$ cat config.mk
export PLATFORM = sky130hd
export DESIGN_NAME = cubic_lane_curve_sampler
export DESIGN_NICKNAME = d
export VERILOG_FILES = /design/src/hw/rtl/clcs_pkg.sv /design/src/hw/rtl/clcs_fifo.sv /design/src/hw/rtl/clcs_front.sv /design/src/hw/rtl/clcs_back.sv /design/src/hw/rtl/cubic_lane_curve_sampler.sv
export SDC_FILE = /design/constraint.sdc
export NUM_CORES = 2
export LEC_CHECK = 0
export BUFFER_PORTS_ARGS = -buffer_cell sky130_fd_sc_hd__buf_2
export CORE_MARGIN = 2
export CORE_UTILIZATION = 40
export CTS_CLUSTER_SIZE = 12
export DETAILED_ROUTE_END_ITERATION = 6
export PLACE_DENSITY = 0.64
export SYNTH_ARGS = -nofsm -noshare
export SYNTH_HDL_FRONTEND = slang
export SYNTH_SLANG_ARGS = --single-unit
$ cat constraint.sdc
create_clock -name i_clk -period 13.5 [get_ports i_clk]
set_input_delay 2.7 -clock i_clk [delete_from_list [all_inputs] [get_ports i_clk]]
set_output_delay 2.7 -clock i_clk [all_outputs]
set_load 0.05 [all_outputs]
$ cat src/hw/rtl/clcs_pkg.sv
`timescale 1ns / 1ps
package clcs_pkg;

    // field widths
    localparam int RANGE_W = 19;
    localparam int A0_W    = 16;
    localparam int C1_W    = 22;
    localparam int C2_W    = 31;
    localparam int C3_W    = 36;
    localparam int X_W     = 19;
    localparam int Y_W     = 32;

    // config widths
    localparam int VIEW_W  = 18;
    localparam int BACK_W  = 16;
    localparam int STEP_W  = 18;

    // back length + clamped range
    localparam int LIM_W   = 19;

    // evaluation abscissa: -back .. -back + 3*step
    localparam int XE_W    = 21;

    // Q60 accumulator, enough for |P(x)| < 2^97 at |x| < 2^20
    localparam int ACC_W   = 98;
    localparam int RND_POS = 60;
    localparam int SH_C1   = 40;
    localparam int SH_C2   = 20;

    // job queue
    localparam int Q_DEPTH = 2;

    // APB map
    localparam int PADDR_W = 4;
    localparam int PDATA_W = 32;
    localparam int RIDX_W  = 2;

    localparam logic [RIDX_W-1:0] REG_LOW_VIEW   = 2'd0;
    localparam logic [RIDX_W-1:0] REG_UPPER_VIEW = 2'd1;
    localparam logic [RIDX_W-1:0] REG_BACK_LEN   = 2'd2;
    localparam logic [RIDX_W-1:0] REG_STEP_DIST  = 2'd3;

    localparam logic [VIEW_W-1:0] RST_LOW_VIEW   = 18'd10240;
    localparam logic [VIEW_W-1:0] RST_UPPER_VIEW = 18'd102400;
    localparam logic [BACK_W-1:0] RST_BACK_LEN   = 16'd0;
    localparam logic [STEP_W-1:0] RST_STEP_DIST  = 18'd1024;

    typedef struct packed {
        logic [A0_W-1:0]  a0;
        logic [C1_W-1:0]  c1;
        logic [C2_W-1:0]  c2;
        logic [C3_W-1:0]  c3;
        logic [LIM_W-1:0] lim;
        logic             cut;
    } t_job;

    // zero step behaves as a step of one
    function automatic logic [STEP_W-1:0] eff_step(input logic [STEP_W-1:0] step);
        return (step == '0) ? STEP_W'(1) : step;
    endfunction

endpackage

$ cat src/hw/rtl/clcs_fifo.sv
`timescale 1ns / 1ps
module clcs_fifo (
    input  logic             i_clk,
    input  logic             i_rst_n,
    input  logic             i_push,
    input  clcs_pkg::t_job   i_wdata,
    output logic             o_full,
    input  logic             i_pop,
    output logic             o_vld,
    output clcs_pkg::t_job   o_rdata
);

    localparam int PTR_W = $clog2(clcs_pkg::Q_DEPTH);
    localparam int CNT_W = $clog2(clcs_pkg::Q_DEPTH + 1);

    clcs_pkg::t_job   r_mem [clcs_pkg::Q_DEPTH];
    logic [PTR_W-1:0] r_wp, n_wp;
    logic [PTR_W-1:0] r_rp, n_rp;
    logic [CNT_W-1:0] r_cnt, n_cnt;

    assign o_full  = (r_cnt == CNT_W'(clcs_pkg::Q_DEPTH));
    assign o_vld   = (r_cnt != '0);
    assign o_rdata = r_mem[r_rp];

    always_comb begin
        n_wp  = r_wp;
        n_rp  = r_rp;
        n_cnt = r_cnt;
        if (i_push) begin
            n_wp = (r_wp == PTR_W'(clcs_pkg::Q_DEPTH - 1)) ? '0 : r_wp + PTR_W'(1);
        end
        if (i_pop) begin
            n_rp = (r_rp == PTR_W'(clcs_pkg::Q_DEPTH - 1)) ? '0 : r_rp + PTR_W'(1);
        end
        if (i_push && !i_pop) begin
            n_cnt = r_cnt + CNT_W'(1);
        end else if (i_pop && !i_push) begin
            n_cnt = r_cnt - CNT_W'(1);
        end
    end

    always_ff @(posedge i_clk) begin
        if (!i_rst_n) begin
            r_wp  <= '0;
            r_rp  <= '0;
            r_cnt <= '0;
        end else begin
            r_wp  <= n_wp;
            r_rp  <= n_rp;
            r_cnt <= n_cnt;
        end
    end

    always_ff @(posedge i_clk) begin
        if (i_push) begin
            r_mem[r_wp] <= i_wdata;
        end
    end

endmodule

$ cat src/hw/rtl/clcs_front.sv
`timescale 1ns / 1ps
module clcs_front #(
    parameter int MAX_POINTS = 64
) (
    input  logic                                i_clk,
    input  logic                                i_rst_n,
    input  logic                                i_start,
    output logic                                o_busy,
    input  logic signed [clcs_pkg::RANGE_W-1:0] i_view_range,
    input  logic signed [clcs_pkg::A0_W-1:0]    i_offset_a0,
    input  logic signed [clcs_pkg::C1_W-1:0]    i_heading_c1,
    input  logic signed [clcs_pkg::C2_W-1:0]    i_curvature_c2,
    input  logic signed [clcs_pkg::C3_W-1:0]    i_curvature_rate_c3,
    input  logic [clcs_pkg::VIEW_W-1:0]         i_low_view_range,
    input  logic [clcs_pkg::VIEW_W-1:0]         i_upper_view_range,
    input  logic [clcs_pkg::BACK_W-1:0]         i_back_length,
    input  logic [clcs_pkg::STEP_W-1:0]         i_step_distance,
    input  logic                                i_q_full,
    output logic                                o_q_push,
    output clcs_pkg::t_job                      o_q_data
);

    localparam int CNT_W  = $clog2(MAX_POINTS + 1);
    localparam int PROD_W = clcs_pkg::STEP_W + CNT_W;

    logic                                r_vld, n_vld;
    clcs_pkg::t_job                      r_job;
    logic                                accept;
    logic signed [clcs_pkg::RANGE_W-1:0] lo_s, hi_s;
    logic [clcs_pkg::VIEW_W-1:0]         rng;
    logic [clcs_pkg::LIM_W-1:0]          lim;
    logic [clcs_pkg::STEP_W-1:0]         h;
    logic [PROD_W-1:0]                   span;

    assign o_busy   = r_vld && i_q_full;
    assign accept   = i_start && !o_busy;
    assign o_q_push = r_vld && !i_q_full;

    // clamp: low limit wins over upper when both apply
    always_comb begin
        lo_s = $signed({1'b0, i_low_view_range});
        hi_s = $signed({1'b0, i_upper_view_range});
        priority if (i_view_range < lo_s) begin
            rng = i_low_view_range;
        end else if (i_view_range > hi_s) begin
            rng = i_upper_view_range;
        end else begin
            rng = i_view_range[clcs_pkg::VIEW_W-1:0];
        end
        lim = {1'b0, rng} + {{(clcs_pkg::LIM_W - clcs_pkg::BACK_W){1'b0}}, i_back_length};
    end

    // run is cut when MAX_POINTS steps still fit inside the limit
    always_comb begin
        h        = clcs_pkg::eff_step(i_step_distance);
        span     = PROD_W'(MAX_POINTS) * {{CNT_W{1'b0}}, h};
        o_q_data = r_job;
        o_q_data.cut = (span <= PROD_W'(r_job.lim));
    end

    always_comb begin
        n_vld = r_vld;
        if (accept) begin
            n_vld = 1'b1;
        end else if (o_q_push) begin
            n_vld = 1'b0;
        end
    end

    always_ff @(posedge i_clk) begin
        if (!i_rst_n) begin
            r_vld <= 1'b0;
        end else begin
            r_vld <= n_vld;
        end
    end

    always_ff @(posedge i_clk) begin
        if (accept) begin
            r_job.a0  <= i_offset_a0;
            r_job.c1  <= i_heading_c1;
            r_job.c2  <= i_curvature_c2;
            r_job.c3  <= i_curvature_rate_c3;
            r_job.lim <= lim;
            r_job.cut <= 1'b0;
        end
    end

endmodule

$ cat src/hw/rtl/clcs_back.sv
`timescale 1ns / 1ps
module clcs_back #(
    parameter int MAX_POINTS = 64
) (
    input  logic                              i_clk,
    input  logic                              i_rst_n,
    input  logic                              i_q_vld,
    input  clcs_pkg::t_job                    i_q_data,
    output logic                              o_q_pop,
    input  logic [clcs_pkg::BACK_W-1:0]       i_back_length,
    input  logic [clcs_pkg::STEP_W-1:0]       i_step_distance,
    output logic                              o_valid,
    output logic signed [clcs_pkg::X_W-1:0]   o_x_position,
    output logic signed [clcs_pkg::Y_W-1:0]   o_y_position,
    output logic                              o_last_point,
    output logic                              o_truncated
);

    localparam int ACC_W = clcs_pkg::ACC_W;
    localparam int XE_W  = clcs_pkg::XE_W;
    localparam int LIM_W = clcs_pkg::LIM_W;
    localparam int Y_W   = clcs_pkg::Y_W;
    localparam int X_W   = clcs_pkg::X_W;
    localparam int Q_W   = ACC_W - clcs_pkg::RND_POS;
    localparam int CNT_W = $clog2(MAX_POINTS + 1);
    localparam int BIT_W = $clog2(XE_W);

    localparam logic [BIT_W-1:0] BIT_TOP = BIT_W'(XE_W - 1);

    localparam logic [2:0] S_IDLE = 3'd0;
    localparam logic [2:0] S_MUL  = 3'd1;
    localparam logic [2:0] S_FOLD = 3'd2;
    localparam logic [2:0] S_DIFF = 3'd3;
    localparam logic [2:0] S_EMIT = 3'd4;

    // coefficient terms aligned to Q60
    function automatic logic signed [ACC_W-1:0] term_a(input clcs_pkg::t_job j);
        return {{(ACC_W - clcs_pkg::A0_W - clcs_pkg::RND_POS){j.a0[clcs_pkg::A0_W-1]}},
                j.a0, {clcs_pkg::RND_POS{1'b0}}};
    endfunction

    function automatic logic signed [ACC_W-1:0] term_b(input clcs_pkg::t_job j);
        return {{(ACC_W - clcs_pkg::C1_W - clcs_pkg::SH_C1){j.c1[clcs_pkg::C1_W-1]}},
                j.c1, {clcs_pkg::SH_C1{1'b0}}};
    endfunction

    function automatic logic signed [ACC_W-1:0] term_c(input clcs_pkg::t_job j);
        return {{(ACC_W - clcs_pkg::C2_W - clcs_pkg::SH_C2){j.c2[clcs_pkg::C2_W-1]}},
                j.c2, {clcs_pkg::SH_C2{1'b0}}};
    endfunction

    function automatic logic signed [ACC_W-1:0] term_d(input clcs_pkg::t_job j);
        return {{(ACC_W - clcs_pkg::C3_W){j.c3[clcs_pkg::C3_W-1]}}, j.c3};
    endfunction

    logic [2:0]               r_state, n_state;
    clcs_pkg::t_job           r_job, n_job;
    logic signed [XE_W-1:0]   r_xe, n_xe;
    logic [1:0]               r_k, n_k;
    logic [1:0]               r_j, n_j;
    logic [1:0]               r_d, n_d;
    logic [BIT_W-1:0]         r_cnt, n_cnt;
    logic signed [ACC_W-1:0]  r_mul, n_mul;
    logic signed [ACC_W-1:0]  r_acc, n_acc;
    logic signed [ACC_W-1:0]  r_p [4];
    logic signed [ACC_W-1:0]  n_p [4];
    logic [LIM_W-1:0]         r_pos, n_pos;
    logic [CNT_W-1:0]         r_i, n_i;
    logic                     r_valid, n_valid;
    logic signed [X_W-1:0]    r_x, n_x;
    logic signed [Y_W-1:0]    r_y, n_y;
    logic                     r_last, n_last;
    logic                     r_trunc, n_trunc;

    logic [clcs_pkg::STEP_W-1:0] h;
    logic                        x_bit;
    logic signed [ACC_W-1:0]     fold_coef;
    logic signed [ACC_W-1:0]     fold_sum;
    logic [LIM_W:0]              pos_next;
    logic signed [LIM_W:0]       x_diff;
    logic                        last;
    logic signed [Q_W-1:0]       q;
    logic signed [Y_W-1:0]       y_sat;

    assign o_q_pop      = (r_state == S_IDLE) && i_q_vld;
    assign o_valid      = r_valid;
    assign o_x_position = r_x;
    assign o_y_position = r_y;
    assign o_last_point = r_last;
    assign o_truncated  = r_trunc;

    assign h     = clcs_pkg::eff_step(i_step_distance);
    assign x_bit = r_xe[r_cnt];

    // Horner: after pass j add c2, c1, a0 terms in that order
    always_comb begin
        unique case (r_j)
            2'd0:    fold_coef = term_c(r_job);
            2'd1:    fold_coef = term_b(r_job);
            default: fold_coef = term_a(r_job);
        endcase
        fold_sum = r_acc + fold_coef;
    end

    // point bookkeeping and round-to-nearest (ties up) with saturation
    always_comb begin
        pos_next = {1'b0, r_pos} + {{(LIM_W + 1 - clcs_pkg::STEP_W){1'b0}}, h};
        last     = (r_i == CNT_W'(MAX_POINTS - 1)) || (pos_next > {1'b0, r_job.lim});
        x_diff   = $signed({1'b0, r_pos})
                 - $signed({{(LIM_W + 1 - clcs_pkg::BACK_W){1'b0}}, i_back_length});
        q        = r_p[0][ACC_W-1:clcs_pkg::RND_POS]
                 + {{(Q_W - 1){1'b0}}, r_p[0][clcs_pkg::RND_POS-1]};
        if (q[Q_W-1:Y_W-1] == '0 || q[Q_W-1:Y_W-1] == '1) begin
            y_sat = q[Y_W-1:0];
        end else if (q[Q_W-1]) begin
            y_sat = {1'b1, {(Y_W - 1){1'b0}}};
        end else begin
            y_sat = {1'b0, {(Y_W - 1){1'b1}}};
        end
    end

    always_comb begin
        n_state = r_state;
        n_job   = r_job;
        n_xe    = r_xe;
        n_k     = r_k;
        n_j     = r_j;
        n_d     = r_d;
        n_cnt   = r_cnt;
        n_mul   = r_mul;
        n_acc   = r_acc;
        n_p     = r_p;
        n_pos   = r_pos;
        n_i     = r_i;
        n_valid = 1'b0;
        n_x     = r_x;
        n_y     = r_y;
        n_last  = r_last;
        n_trunc = r_trunc;

        unique case (r_state)
            S_IDLE: begin
                if (i_q_vld) begin
                    n_job   = i_q_data;
                    n_mul   = term_d(i_q_data);
                    n_xe    = -$signed({{(XE_W - clcs_pkg::BACK_W){1'b0}}, i_back_length});
                    n_k     = '0;
                    n_j     = '0;
                    n_cnt   = BIT_TOP;
                    n_state = S_MUL;
                end
            end
            S_MUL: begin
                // MSB-first shift-add, sign bit carries negative weight
                if (r_cnt == BIT_TOP) begin
                    n_acc = x_bit ? -r_mul : '0;
                end else begin
                    n_acc = (r_acc <<< 1) + (x_bit ? r_mul : '0);
                end
                if (r_cnt == '0) begin
                    n_state = S_FOLD;
                end else begin
                    n_cnt = r_cnt - BIT_W'(1);
                end
            end
            S_FOLD: begin
                n_cnt = BIT_TOP;
                if (r_j == 2'd2) begin
                    // value at this abscissa done: shift into sample table
                    n_p[0] = r_p[1];
                    n_p[1] = r_p[2];
                    n_p[2] = r_p[3];
                    n_p[3] = fold_sum;
                    n_xe   = r_xe + $signed({{(XE_W - clcs_pkg::STEP_W){1'b0}}, h});
                    n_mul  = term_d(r_job);
                    n_j    = '0;
                    if (r_k == 2'd3) begin
                        n_d     = '0;
                        n_state = S_DIFF;
                    end else begin
                        n_k     = r_k + 2'd1;
                        n_state = S_MUL;
                    end
                end else begin
                    n_mul   = fold_sum;
                    n_j     = r_j + 2'd1;
                    n_state = S_MUL;
                end
            end
            S_DIFF: begin
                // three passes turn samples into forward differences
                for (int i = 1; i < 4; i++) begin
                    if (2'(i) > r_d) begin
                        n_p[i] = r_p[i] - r_p[i-1];
                    end
                end
                if (r_d == 2'd2) begin
                    n_pos   = '0;
                    n_i     = '0;
                    n_state = S_EMIT;
                end else begin
                    n_d = r_d + 2'd1;
                end
            end
            S_EMIT: begin
                n_valid = 1'b1;
                n_x     = x_diff[X_W-1:0];
                n_y     = y_sat;
                n_last  = last;
                n_trunc = r_job.cut;
                n_p[0]  = r_p[0] + r_p[1];
                n_p[1]  = r_p[1] + r_p[2];
                n_p[2]  = r_p[2] + r_p[3];
                n_pos   = pos_next[LIM_W-1:0];
                n_i     = r_i + CNT_W'(1);
                if (last) begin
                    n_state = S_IDLE;
                end
            end
            default: begin
                n_state = S_IDLE;
            end
        endcase
    end

    always_ff @(posedge i_clk) begin
        if (!i_rst_n) begin
            r_state <= S_IDLE;
            r_valid <= 1'b0;
        end else begin
            r_state <= n_state;
            r_valid <= n_valid;
        end
    end

    always_ff @(posedge i_clk) begin
        r_job   <= n_job;
        r_xe    <= n_xe;
        r_k     <= n_k;
        r_j     <= n_j;
        r_d     <= n_d;
        r_cnt   <= n_cnt;
        r_mul   <= n_mul;
        r_acc   <= n_acc;
        r_p     <= n_p;
        r_pos   <= n_pos;
        r_i     <= n_i;
        r_x     <= n_x;
        r_y     <= n_y;
        r_last  <= n_last;
        r_trunc <= n_trunc;
    end

endmodule

$ cat src/hw/rtl/cubic_lane_curve_sampler.sv
`timescale 1ns / 1ps
// Path from an accepted start to the first point: front stage, queue, then bit-serial
//   Horner evaluation (4 abscissas x 3 passes) and 3 difference passes; after that
//   one point per cycle, n points in a run.
// Curves are evaluated one at a time by the shared serial multiplier.
// Reset (i_rst_n low, synchronous): config registers to defaults, queue and control idle.
// Results are single-cycle strobes on o_valid; the receiver cannot stall.
module cubic_lane_curve_sampler #(
    parameter int MAX_POINTS = 64
) (
    input  logic                                  i_clk,
    input  logic                                  i_rst_n,

    // command channel
    input  logic                                  start,
    output logic                                  busy,
    input  logic signed [clcs_pkg::RANGE_W-1:0]   i_view_range,
    input  logic signed [clcs_pkg::A0_W-1:0]      i_offset_a0,
    input  logic signed [clcs_pkg::C1_W-1:0]      i_heading_c1,
    input  logic signed [clcs_pkg::C2_W-1:0]      i_curvature_c2,
    input  logic signed [clcs_pkg::C3_W-1:0]      i_curvature_rate_c3,

    // result channel
    output logic                                  o_valid,
    output logic signed [clcs_pkg::X_W-1:0]       o_x_position,
    output logic signed [clcs_pkg::Y_W-1:0]       o_y_position,
    output logic                                  o_last_point,
    output logic                                  o_truncated,

    // APB config port
    input  logic                                  psel,
    input  logic                                  penable,
    input  logic                                  pwrite,
    input  logic [clcs_pkg::PADDR_W-1:0]          paddr,
    input  logic [clcs_pkg::PDATA_W-1:0]          pwdata,
    output logic [clcs_pkg::PDATA_W-1:0]          prdata,
    output logic                                  pready
);

    // Config registers. Writes happen only while the block is idle; the block
    // does not enforce it. Front and back read them live without shadow copies.
    logic [clcs_pkg::VIEW_W-1:0] r_low_view, r_upper_view;
    logic [clcs_pkg::BACK_W-1:0] r_back_len;
    logic [clcs_pkg::STEP_W-1:0] r_step_dist;
    logic [clcs_pkg::RIDX_W-1:0] reg_idx;
    logic                        wr_xfer;

    // front <-> queue <-> back
    logic           q_push, q_full, q_pop, q_vld;
    clcs_pkg::t_job q_wdata, q_rdata;

    assign pready  = 1'b1;
    assign reg_idx = paddr[clcs_pkg::PADDR_W-1:2];
    assign wr_xfer = psel && penable && pwrite && pready;

    always_ff @(posedge i_clk) begin
        if (!i_rst_n) begin
            r_low_view   <= clcs_pkg::RST_LOW_VIEW;
            r_upper_view <= clcs_pkg::RST_UPPER_VIEW;
            r_back_len   <= clcs_pkg::RST_BACK_LEN;
            r_step_dist  <= clcs_pkg::RST_STEP_DIST;
        end else if (wr_xfer) begin
            unique case (reg_idx)
                clcs_pkg::REG_LOW_VIEW:   r_low_view   <= pwdata[clcs_pkg::VIEW_W-1:0];
                clcs_pkg::REG_UPPER_VIEW: r_upper_view <= pwdata[clcs_pkg::VIEW_W-1:0];
                clcs_pkg::REG_BACK_LEN:   r_back_len   <= pwdata[clcs_pkg::BACK_W-1:0];
                clcs_pkg::REG_STEP_DIST:  r_step_dist  <= pwdata[clcs_pkg::STEP_W-1:0];
                default: ;
            endcase
        end
    end

    // read mux, zero-extended to the bus
    always_comb begin
        unique case (reg_idx)
            clcs_pkg::REG_LOW_VIEW:
                prdata = clcs_pkg::PDATA_W'(r_low_view);
            clcs_pkg::REG_UPPER_VIEW:
                prdata = clcs_pkg::PDATA_W'(r_upper_view);
            clcs_pkg::REG_BACK_LEN:
                prdata = clcs_pkg::PDATA_W'(r_back_len);
            clcs_pkg::REG_STEP_DIST:
                prdata = clcs_pkg::PDATA_W'(r_step_dist);
            default:
                prdata = '0;
        endcase
    end

    // Front: takes the command, clamps the view range, forms the sampling
    // limit (back length + range) and flags runs that hit MAX_POINTS.
    clcs_front #(
        .MAX_POINTS (MAX_POINTS)
    ) u_front (
        .i_clk               (i_clk),
        .i_rst_n             (i_rst_n),
        .i_start             (start),
        .o_busy              (busy),
        .i_view_range        (i_view_range),
        .i_offset_a0         (i_offset_a0),
        .i_heading_c1        (i_heading_c1),
        .i_curvature_c2      (i_curvature_c2),
        .i_curvature_rate_c3 (i_curvature_rate_c3),
        .i_low_view_range    (r_low_view),
        .i_upper_view_range  (r_upper_view),
        .i_back_length       (r_back_len),
        .i_step_distance     (r_step_dist),
        .i_q_full            (q_full),
        .o_q_push            (q_push),
        .o_q_data            (q_wdata)
    );

    // Two-entry job queue so a new command can be taken while a run is going.
    clcs_fifo u_fifo (
        .i_clk   (i_clk),
        .i_rst_n (i_rst_n),
        .i_push  (q_push),
        .i_wdata (q_wdata),
        .o_full  (q_full),
        .i_pop   (q_pop),
        .o_vld   (q_vld),
        .o_rdata (q_rdata)
    );

    // Back: evaluates the cubic exactly at the first four sample positions
    // with a serial multiplier, converts to forward differences, then walks
    // the curve with adds only, one rounded point per cycle.
    clcs_back #(
        .MAX_POINTS (MAX_POINTS)
    ) u_back (
        .i_clk           (i_clk),
        .i_rst_n         (i_rst_n),
        .i_q_vld         (q_vld),
        .i_q_data        (q_rdata),
        .o_q_pop         (q_pop),
        .i_back_length   (r_back_len),
        .i_step_distance (r_step_dist),
        .o_valid         (o_valid),
        .o_x_position    (o_x_position),
        .o_y_position    (o_y_position),
        .o_last_point    (o_last_point),
        .o_truncated     (o_truncated)
    );

endmodule
==> flow_summary_export.csv <==
group,metric,value,unit
logic_synthesis,synthSimpleGateAreaFrac,16.0,%
logic_synthesis,netlist_instances,10500,
sta,max-slew-margin-rel,21.3,%
worst_setup_path,cp-end-kind,"flip-flop",
die,io_pins,254,
logic_synthesis,ys_types,89,
cells_and_area,synthToLayoutAreaGrowth,9.15,%
global_route,grt_pass1_wl,441000,um
min_path,hold_depth,0,
logic_synthesis,yosys_warnings,0,
clock_tree,clk_path_buf_depth,3,
logic_synthesis,synth_top_family_by_area,"compound AO/OA/AOI/OAI gates",
logic_synthesis,synth-main-ff-cell,"edfxtp_1",
logic_synthesis,synth_compound_area_share,20.2,%
pwr,p_sw_share,38.2,%
worst_setup_path,r2r_setup_slack,5440,ps
clock_tree,post_cts_resized,0,
logic_synthesis,yosysSeqAreaShare,39.5,%
worst_setup_path,r2r-start,"u_back.r_p[213]",
logic_synthesis,synth_area_leader_cell,"edfxtp_1",
die,placementRows,178,
sta,fin_crit,8060,ps
clock_tree,root_buffer,"clkbuf_16",
place,place_hpwl,219000,um
pwr,leakage,40.2,nW
logic_synthesis,avgSynthCellArea,9.05,um^2
drt,postRouteAntennaNets,0,
sta,rsz0062_at_grt,"no",
cells_and_area,drive_gt1_share,7.24,%
clock_tree,post-cts-setup-buffers,0,
logic_synthesis,synth.area.top_cells,"edfxtp_1 (38%), ha_1 (9.4%), a21oi_1 (6.6%), xnor2_1 (4.3%), xor2_1 (4.1%)",
min_path,hold_start,"u_front.o_q_data[82]",
drt,vias,78600,
die,coreArea,236000,um^2
die,initial_core_util,40.3,%
cells_and_area,final_cell_mix,"a21oi_1 (1247), edfxtp_1 (1198), nand2_1 (1012)",
worst_setup_path,r2r_cells,22,
clock_tree,cts_hold_buffers,0,
pwr,power,16.4,mW
cells_and_area,final_nets,11300,
die,dieArea,242000,um^2
min_path,hold_path.class,"reg -> reg",
logic_synthesis,synth_top_area_share,37.8,%
clock_tree,clkTransAtPathRegs,60,ps
sta,hold_viol_final,0,
global_route,gr-total-overflow,0,
clock_tree,tritoncts,"built",
clock_tree,clock_sinks,1278,
logic_synthesis,synthMuxAreaShare,2.46,%
drt,drcViolationCount,0,
pwr,p_clk_share,25.4,%
global_route,grt_max_degree,237,
sta,setup_tns,0,ps
worst_setup_path,worst_r2r_endpoint,"u_back.r_p[194]",
pwr,vdd_drop_max,0.000141,V
place,pre_cts_slack,5050,ps
cells_and_area,fin_util,44.0,%
sta,min_period_over_period,59.7,%
pwr,p_per_area,158,nW/um^2
logic_synthesis,yosys_register_bits,1278,
logic_synthesis,synth-xor-area-share,8.35,%
place,portBuffers,222,
clock_tree,worstSkewPairLatency,850,ps
min_path,hold_end,"u_fifo.r_mem[1][82]",
logic_synthesis,synthAdderAreaFrac,9.61,%
status,status,"finished clean",
sta,worst_slew_pin_slew,1180,ps
global_route,grt_pass1_vias,76300,
global_route,antenna_found_initial,15,
place,place.gp.congestion,0.955,
drt,first_pass_iters,6,
sta,fmax,124,MHz
clock_tree,htree_levels,4,
cells_and_area,fin_cells,13700,
sta,drv_slew,0,
cells_and_area,mostFrequentLayoutCell,"a21oi_1",
sta,setup_viol,0,
drt,drt_iter0_drc,7335,
pwr,p_switching,6.28,mW
pwr,power_frac_seq,35.8,%
clock_tree,cts_buffers,154,
logic_synthesis,async_reset_ff_share,0,%
pwr,p_int,10.2,mW
die,die_h,492,um
drt,vias_per_cell,5.75,
logic_synthesis,synth_edf_count,1198,
drt,wl_per_cell,21.1,um
worst_setup_path,setup.worst_path.class,"reg -> reg",
worst_setup_path,startpoint_type,"flip-flop",
cells_and_area,fillers,22500,
global_route,grt_usage,22.9,%
place,dp_cells,13400,
drt,wl,288000,um
sta,fin_ws,5440,ps
worst_setup_path,worstPathMaxFanout,7,
sta,fin_skew,62.2,ps
die,die_w,492,um
pwr,combPwrFrac,38.8,%
worst_setup_path,worstPathArrival,8590,ps
logic_synthesis,synthesis.area,95100,um^2
flow_run,max-cap-violations,0,
worst_setup_path,crit_required,14040,ps
-- state kept, by name, indices dropped and copies added (netlist names), 3 cells and up, named ones only --
signal,flops
r_low_view,18
u_back.o_y_position,32
u_back.r_i,7
u_back.r_job,125
r_upper_view,18
u_back.r_state,3
u_back.r_mul,98
u_back.r_acc,98
u_back.r_pos,19
u_fifo.r_mem,250
u_back.o_x_position,19
u_back.r_cnt,5
r_step_dist,18
u_back.r_p,392
r_back_len,16
u_front.o_q_data,124
u_back.r_xe,21
-- Yosys cell counts (71+ instances only) --
| master | n |
|---|---|
| a21oi_1 | 1248 |
| edfxtp_1 | 1198 |
| nand2_1 | 1016 |
| nor2_1 | 909 |
| o21ai_0 | 765 |
| ha_1 | 714 |
| clkbuf_1 | 528 |
| xnor2_1 | 465 |
| xor2_1 | 441 |
| inv_1 | 401 |
| a21o_1 | 399 |
| nand4_1 | 223 |
| nor3_1 | 207 |
| nor2b_1 | 163 |
| nand3_1 | 160 |
| o21bai_1 | 143 |
| mux2_2 | 127 |
| or3_1 | 104 |
| o22ai_1 | 90 |
| nor4_1 | 84 |
| o21a_1 | 82 |
| dfxtp_1 | 80 |
| nand2b_1 | 74 |
| and2_1 | 72 |
| a31oi_1 | 71 |
-- through the flow --
stage	cell area, um^2	hold slack, ps
2_1_floorplan	95100	400
3_3_place_gp	98700	422
3_5_place_dp	98700	429
4_1_cts	104000	438
5_1_grt	104000	446
6_report	104000	432
-- worst max-delay path, cell delays in order, from the launching register on --
cell and delay, ps:
edfxtp_1 530, or3_1 480, or4_1 500, or4b_1 690
nor3_1 690, nand2_1 360, nor2_1 280, nand2_1 120
xnor2_1 200, a21oi_1 100, ha_1 390, nand2_1 110
o21ai_0 270, nor2b_1 120, and3_1 190, o21ai_0 200
a21oi_1 310, o21ai_0 450, nand3_1 210, a2111oi_0 1030
a31oi_1 240, xor2_1 220, a21oi_1 90
-- layer usage --
metal / track usage [%] / wire [um]
met5: 0 / 73
met4: 7.68 / 9690
met3: 3.12 / 17400
met2: 35.3 / 125000
met1: 33.0 / 137000
-- kinds of logic (layout without fill, tap and decap cells) --
group | after synthesis | after routing
adder cells (fa/ha/maj) | 724 | 724
AND/OR/NAND/NOR | 3226 | 3226
multiplexers | 190 | 190
other | 2 | 23
flip-flops | 1278 | 1278
XOR/XNOR | 906 | 906
AO/OA/AOI/OAI | 3214 | 3214
buffers and inverters | 962 | 956
-- worst max-delay path by stage --
stage | start | endpoint | slack, ps | cells past startpoint
detailed placement | i_view_range[1] | u_front.o_q_data[19] | 5050 | 28
global placement | i_view_range[1] | u_front.o_q_data[19] | 4930 | 28
floorplan | u_back.r_state[0] | u_back.r_p[100] | 280 | 5
global route | u_back.r_cnt[0] | u_back.r_acc[91] | 5020 | 20
CTS | u_back.r_cnt[0] | u_back.r_acc[91] | 5430 | 20
finish | u_back.r_p[213] | u_back.r_p[194] | 5440 | 22
-- final cells by class --
type / count / area [um^2] / area share [%]
Antenna cell: 8 / 20.0 / 0.0193
Clock buffer: 187 / 4070 / 3.92
Clock inverter: 79 / 972 / 0.937
Inverter: 403 / 1520 / 1.47
Multi-Input combinational cell: 8275 / 54000 / 52.1
Sequential cell: 1278 / 37600 / 36.2
Tap cell: 3150 / 3940 / 3.80
Timing Repair Buffer: 287 / 1640 / 1.58
-- power by group through the flow --
stage | logic [mW] | clock network [mW] | registers (mW)
2_1_floorplan | 4.63 | 0 | 5.72
3_3_place_gp | 6.16 | 0 | 5.93
3_5_place_dp | 6.26 | 0 | 5.94
4_1_cts | 6.30 | 4.27 | 5.87
5_1_grt | 7.00 | 4.42 | 5.94
6_report | 6.37 | 4.18 | 5.88
Note: power is estimated with default switching activity, not from simulation.
